===== config.mk =====
export PLATFORM = sky130hd
export DESIGN_NAME = ata_command_fis_builder
export DESIGN_NICKNAME = d
export VERILOG_FILES = /design/src/hdl/acfb_pkg.sv /design/src/hdl/ata_command_fis_builder.sv
export SDC_FILE = /design/constraint.sdc
export NUM_CORES = 1
export LEC_CHECK = 0
export BUFFER_PORTS_ARGS = -buffer_cell sky130_fd_sc_hd__buf_2
export CORE_UTILIZATION = 40
export DETAILED_ROUTE_END_ITERATION = 10
export PLACE_DENSITY = 0.59
export SLEW_MARGIN = 20
export SYNTH_ARGS = -nofsm -noshare
export SYNTH_HDL_FRONTEND = slang
export SYNTH_SLANG_ARGS = --single-unit

===== constraint.sdc =====
create_clock -name clk -period 9.6 [get_ports clk]
set_clock_uncertainty 0.1 [all_clocks]
set_input_delay 1.44 -clock clk [delete_from_list [all_inputs] [get_ports clk]]
set_output_delay 1.44 -clock clk [all_outputs]
set_load 0.02 [all_outputs]

===== src/hdl/acfb_pkg.sv =====
// Shared constants, types and helpers for the ATA command FIS builder.
// Used by the top level and its port checker; depends on nothing else.
package acfb_pkg;

  localparam int unsigned CapW   = 64;
  localparam int unsigned LbaW   = 64;
  localparam int unsigned CountW = 16;
  localparam int unsigned WordW  = 32;
  localparam int unsigned CfgIdxW = 2;

  typedef logic [7:0] byte_t;

  localparam byte_t FIS_TYPE_H2D = 8'h27;
  localparam byte_t FIS_CBIT     = 8'h80;
  localparam byte_t OP_IDENTIFY  = 8'hEC;
  localparam byte_t OP_READ      = 8'hC8;
  localparam byte_t OP_READ_EXT  = 8'h25;
  localparam byte_t OP_WRITE     = 8'hCA;
  localparam byte_t OP_WRITE_EXT = 8'h35;
  localparam byte_t OP_FLUSH     = 8'hE7;
  localparam byte_t OP_FLUSH_EXT = 8'hEA;
  localparam byte_t DEV_LBA      = 8'h40;

  localparam logic [28:0] LIMIT28 = 29'h1000_0000;

  localparam logic [1:0] ACT_IDENTIFY = 2'd0;
  localparam logic [1:0] ACT_READ     = 2'd1;
  localparam logic [1:0] ACT_WRITE    = 2'd2;
  localparam logic [1:0] ACT_FLUSH    = 2'd3;

  localparam logic [CfgIdxW-1:0] REG_CAPACITY  = 2'd0;
  localparam logic [CfgIdxW-1:0] REG_LBA48     = 2'd1;
  localparam logic [CfgIdxW-1:0] REG_FLUSH_EXT = 2'd2;

  typedef struct packed {
    logic             accepted;
    logic [WordW-1:0] word0;
    logic [WordW-1:0] word1;
    logic [WordW-1:0] word2;
    logic [WordW-1:0] word3;
    logic [WordW-1:0] word4;
  } fis_result_t;

  function automatic logic [WordW-1:0] head_word(input byte_t opcode);
    head_word = {8'h00, opcode, FIS_CBIT, FIS_TYPE_H2D};
  endfunction

endpackage


===== src/hdl/ata_command_fis_builder.sv =====
// Top level of the ATA command FIS builder: input register, range check and
// FIS packing, result register. Depends on acfb_pkg.
//
// Usage: the input channel (in_valid, in_stall, in_action, in_first_block,
// in_sector_count) takes one request per item. The result channel
// (out_valid, out_stall, out_accepted, out_fis_word0..4) returns exactly one
// Register Host-to-Device FIS per request, in order. A rejected request
// returns out_accepted low and all dwords zero.
// An accepted item is held in the input register and then shows in the result
// register. Throughput is one item per cycle while out_stall is low; the range
// check is a single 64-bit subtract and compare between the two registers.
// The configuration port (cfg_we, cfg_index, cfg_data) writes the device
// capacity, the LBA48 mode bit and the FLUSH CACHE EXT bit; write it only
// while no request is in flight.
// Reset clears both valid flags and all configuration registers.
// When the receiver stalls, the result holds steady; the input register
// still fills, and in_stall rises only once both stages are occupied.
module ata_command_fis_builder (
  input  logic                              clk,
  input  logic                              rst_n,
  input  logic                              in_valid,
  output logic                              in_stall,
  input  logic [1:0]                        in_action,
  input  logic [acfb_pkg::LbaW-1:0]         in_first_block,
  input  logic [acfb_pkg::CountW-1:0]       in_sector_count,
  output logic                              out_valid,
  input  logic                              out_stall,
  output logic                              out_accepted,
  output logic [acfb_pkg::WordW-1:0]        out_fis_word0,
  output logic [acfb_pkg::WordW-1:0]        out_fis_word1,
  output logic [acfb_pkg::WordW-1:0]        out_fis_word2,
  output logic [acfb_pkg::WordW-1:0]        out_fis_word3,
  output logic [acfb_pkg::WordW-1:0]        out_fis_word4,
  input  logic                              cfg_we,
  input  logic [acfb_pkg::CfgIdxW-1:0]      cfg_index,
  input  logic [acfb_pkg::CapW-1:0]         cfg_data
);

  logic [acfb_pkg::CapW-1:0]   capacity_r;
  logic                        lba48_r;
  logic                        flush_ext_r;

  logic                        s1_valid_r;
  logic [1:0]                  action_r;
  logic [acfb_pkg::LbaW-1:0]   lba_r;
  logic [acfb_pkg::CountW-1:0] count_r;

  logic                        out_valid_r;
  acfb_pkg::fis_result_t       result_r;
  acfb_pkg::fis_result_t       result_nxt;

  logic                        s2_load;
  logic                        s1_load;

  logic [acfb_pkg::CapW:0]     diff;
  logic [28:0]                 sum28;
  logic                        range_ok;
  logic                        ok48;
  logic                        ok28;
  acfb_pkg::byte_t             dev28;

  assign s2_load  = s1_valid_r && (!out_valid_r || !out_stall);
  assign in_stall = s1_valid_r && !s2_load;
  assign s1_load  = in_valid && !in_stall;

  always_ff @(posedge clk) begin
    if (!rst_n) begin
      capacity_r  <= '0;
      lba48_r     <= 1'b0;
      flush_ext_r <= 1'b0;
    end else if (cfg_we) begin
      case (cfg_index)
        acfb_pkg::REG_CAPACITY:  capacity_r  <= cfg_data;
        acfb_pkg::REG_LBA48:     lba48_r     <= cfg_data[0];
        acfb_pkg::REG_FLUSH_EXT: flush_ext_r <= cfg_data[0];
        default: ;
      endcase
    end
  end

  always_ff @(posedge clk) begin
    if (!rst_n) begin
      s1_valid_r  <= 1'b0;
      out_valid_r <= 1'b0;
    end else begin
      if (s1_load) begin
        s1_valid_r <= 1'b1;
      end else if (s2_load) begin
        s1_valid_r <= 1'b0;
      end
      if (s2_load) begin
        out_valid_r <= 1'b1;
      end else if (!out_stall) begin
        out_valid_r <= 1'b0;
      end
    end
  end

  always_ff @(posedge clk) begin
    if (s1_load) begin
      action_r <= in_action;
      lba_r    <= in_first_block;
      count_r  <= in_sector_count;
    end
    if (s2_load) begin
      result_r <= result_nxt;
    end
  end

  always_comb begin
    diff  = {1'b0, capacity_r} - {1'b0, lba_r};
    sum28 = {1'b0, lba_r[27:0]} + {13'b0, count_r};
    // No borrow and a nonzero difference means the first block lies on the device.
    range_ok = (count_r != '0) && !diff[acfb_pkg::CapW] &&
               (diff[acfb_pkg::CapW-1:0] != '0) &&
               ({48'b0, count_r} <= diff[acfb_pkg::CapW-1:0]);
    ok48  = (lba_r[63:48] == '0);
    ok28  = (lba_r[63:28] == '0) && (count_r[15:8] == '0) &&
            (sum28 <= acfb_pkg::LIMIT28);
    dev28 = acfb_pkg::DEV_LBA | {4'b0, lba_r[27:24]};

    result_nxt = '0;
    case (action_r)
      acfb_pkg::ACT_IDENTIFY: begin
        result_nxt.accepted = 1'b1;
        result_nxt.word0    = acfb_pkg::head_word(acfb_pkg::OP_IDENTIFY);
      end
      acfb_pkg::ACT_FLUSH: begin
        result_nxt.accepted = 1'b1;
        result_nxt.word0    = acfb_pkg::head_word(flush_ext_r ? acfb_pkg::OP_FLUSH_EXT
                                                              : acfb_pkg::OP_FLUSH);
      end
      acfb_pkg::ACT_READ, acfb_pkg::ACT_WRITE: begin
        if (range_ok && lba48_r && ok48) begin
          result_nxt.accepted = 1'b1;
          result_nxt.word0    = acfb_pkg::head_word(
                                  (action_r == acfb_pkg::ACT_WRITE) ? acfb_pkg::OP_WRITE_EXT
                                                                    : acfb_pkg::OP_READ_EXT);
          result_nxt.word1    = {acfb_pkg::DEV_LBA, lba_r[23:0]};
          result_nxt.word2    = {8'h00, lba_r[47:24]};
          result_nxt.word3    = {16'h0000, count_r};
        end else if (range_ok && !lba48_r && ok28) begin
          result_nxt.accepted = 1'b1;
          result_nxt.word0    = acfb_pkg::head_word(
                                  (action_r == acfb_pkg::ACT_WRITE) ? acfb_pkg::OP_WRITE
                                                                    : acfb_pkg::OP_READ);
          result_nxt.word1    = {dev28, lba_r[23:0]};
          result_nxt.word3    = {24'h000000, count_r[7:0]};
        end
      end
      default: result_nxt = '0;
    endcase
  end

  assign out_valid     = out_valid_r;
  assign out_accepted  = result_r.accepted;
  assign out_fis_word0 = result_r.word0;
  assign out_fis_word1 = result_r.word1;
  assign out_fis_word2 = result_r.word2;
  assign out_fis_word3 = result_r.word3;
  assign out_fis_word4 = result_r.word4;

endmodule


* Yosys cells after proc, flatten, opt, wreduce, memory -nomap -nowiden
Index checks and enable logic that the tools add are counted.
** Cells by class
- Bitwise gates (word level) :: 2
- Muxes and demuxes :: 12
- Eq/ne operators :: 6
- Magnitude comparators :: 2
- Reduce and logical (&&, ||, !) cells :: 34
- Add/subtract/negate cells :: 2
** Operator list (number)
- $mux 65 :: 2
- $pmux 33 s3 :: 1
- $sub 64x64->65 :: 1
- $le 16x64->1 :: 1
- $reduce_bool 64->1 :: 1
- $logic_not 36->1 :: 1
- $add 28x16->29 :: 1
- $le 29x29->1 const B :: 1
- $logic_not 16->1 :: 1
- $mux 16 :: 1
- $reduce_bool 16->1 :: 1
- $logic_and 1x1->1 :: 12
- $logic_not 8->1 :: 1
- $mux 8 :: 1
- $reduce_and 2->1 :: 4
- $eq 2x2->1 const B :: 3
- $logic_not 1->1 :: 6
- $mux 5 :: 1
- $eq 2x1->1 const B :: 2
- $logic_not 2->1 :: 2
- $mux 1 :: 4
- $mux 4 :: 1
- $reduce_or 2->1 :: 2
- $reduce_or 3->1 :: 1
- other kinds (5) :: 6
** Storage, ports and cells
- Input bits :: 153
- Word-level logic and storage cells :: 75
- Output and inout bits :: 163
- Bits in registers :: 279

* Longest topological paths before layout
- Depth in word-level cells :: 10
- Gate-level depth with buffers :: 22
- Depth with buffers taken out :: 21

* Least setup slack after synthesis
Ideal clock, no wire load.
- Path type :: input to register
- From :: input port out_stall
- To :: register result_r, in the netlist out_fis_word0[15], enable pin
- Setup slack :: 1.831 ns
- Arrival :: 7.040 ns
- Stages :: 1
- Data required time :: 8.871 ns
- Path buffers :: 0
- Path through :: a21boi_0
** Between the ends
- Cells in the longest elaborated chain, start to end :: 3
** Ends and longest elaborated chain
- start: declaration :: line ata_command_fis_builder.sv:27 : input logic out_stall,
- $logic_not 1->1
- $logic_or 1x1->1 :: line ata_command_fis_builder.sv:62 : assign s2_load = s1_valid_r && (!out_valid_r || !out_stall);
- $logic_and 1x1->1 :: line ata_command_fis_builder.sv:62
- end signal: assignment :: line ata_command_fis_builder.sv:106 : result_r <= result_nxt;
- end: declaration :: line ata_command_fis_builder.sv:49 : acfb_pkg::fis_result_t result_r;
Every way passes these cells.
A chain may end at the register's enable or synchronous reset.

==> reports/metrics.yaml <==
cts:
  clk_latency_ns: 0.55
  cts_setup_buffers: 0
  cts-buffers-inserted: 25
  cts_resized: 0
  clkSinkCount: 227
  cts_max_level: 1
  clk_pin_slew_ns: 0.07
  ctsHoldBuffers: 0
  clock_path_buffers: 3
  cts_tree: "done"
  clock-root-buffer: "clkbuf_16"
synth:
  ys_ff_latch: 227
  syn-cell-area_um2: 15200
  ys.warnings.count: 0
  synth_edf_count: 159
  async_flop_share_pct: 0
  syn_avg_cell_area_um2: 9.03
  netlist_instances: 1683
  synth.distinct_cells: 85
  dominantRegCellSynth: "edfxtp_1"
  ys_seq_area_share_pct: 40.4
timing:
  fmax_mhz: 178
  worstMarginPinSlew_ns: 0.955
  min_period_over_period_pct: 58.6
  period_needed_ns: 5.62
  finalSetupViolCount: 0
  slew-limit-headroom_pct: 36.3
  hold_viol: 0
  slew_viol_final: 0
  holdWs_ns: 0.368
  rsz0062_at_grt: "no"
  fin_setup_tns_ns: 0
global_routing:
  antenna_found_initial: 0
  track_usage_pct: 24.0
  met3_usage_pct: 2.24
  top_usage_layer: "met2"
  gr-usage-met2_pct: 39.1
  grt_pass1_vias: 12602
  globalRoute.totalOverflow: 0
  grt_pass1_wl_um: 72100
  grt_start_max_net_pins: 83
  use_met1_pct: 33.3
placed_design:
  place_inst: 2349
  dpl.hpwl_um: 37100
  port-buffer-count: 237
  gp_congestion: 0.973
setup_path:
  crit_required_ns: 9.77
  critPathBufInv: 0
  cp_slowest_cell: "nor4b_2"
  start_kind: "register"
  crit_type: "register to register"
  crit_fanout: 11
  ff2ff_setup_slack_ns: 3.98
  slowest_delay_ns: 0.78
  cp-end-kind: "register"
  critical_path.top_delay_family: "compound AO/OA/AOI/OAI gates"
  worstPathArrival_ns: 5.80
  cp_cell_sequence: "ha_1 -> fa_1 -> nand2b_1 -> a211oi_1 -> o21bai_1 -> a211o_1 -> a31o_2 -> a22o_1 -> o32ai_1 -> xor2_1 -> nor4b_2 -> a31oi_1 -> or3_1"
hold_path:
  hold_class: "register to register"
pwr:
  p_per_area_nw_per_um2: 151
  finalPower_uw: 2610
  power.leakage_uw: 0.00725
  ir_drop_v: 0.000104
routing:
  drtPass1Iterations: 7
  drc: 0
  drtIter0Drc: 1098
  avgRoutedWirePerCell_um: 19.8
  wirelength_um: 47400
  vias: 13154
  viasPerCell: 5.49
  ant_nets: 0
cells_and_area:
  fin_cells: 2396
  layout_common_cells: "236 x buf_2, 226 x nand2_1, 159 x edfxtp_1"
  layout_commonest_cell: "buf_2"
  synthToLayoutAreaGrowth_pct: 13.8
  final_layout_size_suffix_gt1_share_pct: 17.2
  fin_nets: 2120
die:
  dieArea_um2: 38800
  core_area_um2: 37500
  num_rows: 71
  die_height_um: 197
  die_w_um: 197
  initial_core_util_pct: 40.5
  ios: 316
run_status:
  outcome: "finished, final reports clean"
run:
  maxCapViolCount: 0
[cell families (layout without fill, tap and decap cells)]
group	Yosys count	in the layout	synth area share (%)
simple gates	593	593	19.3
mux	16	16	1.10
flops	227	227	40.4
xor+xnor	40	40	2.30
compound gates	446	446	19.7
fa+ha+maj	102	102	8.50
other cells	1	79	0.0247
buf+inv	258	382	8.65
[path summary, 6_finish.rpt]
check | from | endpoint | cells after the start
worst min-delay path | capacity_r[34] | capacity_r[34] | 2
worst max register to register | lba_r[0] | out_fis_word0[18] | 13
worst max-delay path | lba_r[0] | out_fis_word0[18] | 13
worst min register to register | capacity_r[34] | capacity_r[34] | 2
[through the flow]
stage               area (µm²)  setup WS [ns]  util, %
floorplan                15500           1.83        -
finish                   17300           3.98     46.1
CTS                      17300           4.04     46.1
detailed placement       16400           4.08     43.8
global placement         16400           4.22     43.8
global route             17300           3.61     46.1
[power breakdown]
group	switching, µW	total (µW)	leakage, µW	internal (µW)
registers	33.3	1130	0.00207	1100
clock network	406	1010	0.000429	603
logic	308	473	0.00476	165
[flip-flops by register name, indices dropped and copies added, names as in the netlist]
register / cells
capacity_r: 64
lba_r: 64
out_fis_word1: 29
out_fis_word2: 24
count_r: 16
out_fis_word3: 16
out_fis_word0: 8
action_r: 2
flush_ext_r: 1
lba48_r: 1
out_valid: 1
s1_valid_r: 1
[area by class of cell]
cell class / instances / area, µm²
Inverter: 94 / 353
Clock buffer: 28 / 657
Sequential cell: 227 / 6140
Tap cell: 511 / 639
Clock inverter: 18 / 205
Antenna cell: 1 / 2.50
Fill cell: 3747 / 20200
Timing Repair Buffer: 242 / 1230
Multi-Input combinational cell: 1275 / 8070
[worst reg2reg max path, stage by stage, from the launching register on]
cell and delay, ns:
edfxtp_1 0.46, ha_1 0.23, fa_1 0.39, nand2b_1 0.18, a211oi_1 0.59, o21bai_1 0.22, a211o_1 0.32, a31o_2 0.30
a22o_1 0.24, o32ai_1 0.39, xor2_1 0.13, nor4b_2 0.78, a31oi_1 0.53, or3_1 0.49
[per-layer routing]
| metal | vias to the layer above | share of wire, % |
|---|---|---|
| li1 | 6319 | - |
| met1 | 6319 | 47 |
| met2 | 443 | 46 |
| met3 | 73 | 4.9 |
| met4 | 0 | 2.9 |
| met5 | - | 0 |
[synthesized netlist by cell type (10+ instances only)]
cell type,n,share of area (%)
nand2_1,226,5.6
edfxtp_1,159,31
a21oi_1,112,3.7
nor2_1,101,2.5
ha_1,100,8.2
inv_1,94,2.3
buf_4,84,4.1
a21boi_0,69,3.4
dfxtp_1,68,9.0
o21ai_0,68,2.2
and2_1,54,2.2
clkbuf_1,50,1.2
nand4_1,50,2.1
a21o_1,30,1.5
nand3_1,30,0.99
buf_2,25,0.82
o21a_1,22,1.1
xnor2_1,21,1.2
nor3_1,20,0.66
a211oi_1,19,0.94
nor4_1,19,0.78
xor2_1,19,1.1
nor2b_1,17,0.70
and4_1,12,0.69
or3_1,12,0.49
o21ai_1,11,0.36
and3_1,10,0.41
mux2i_1,10,0.66
Power figures use the tool's default switching activity.
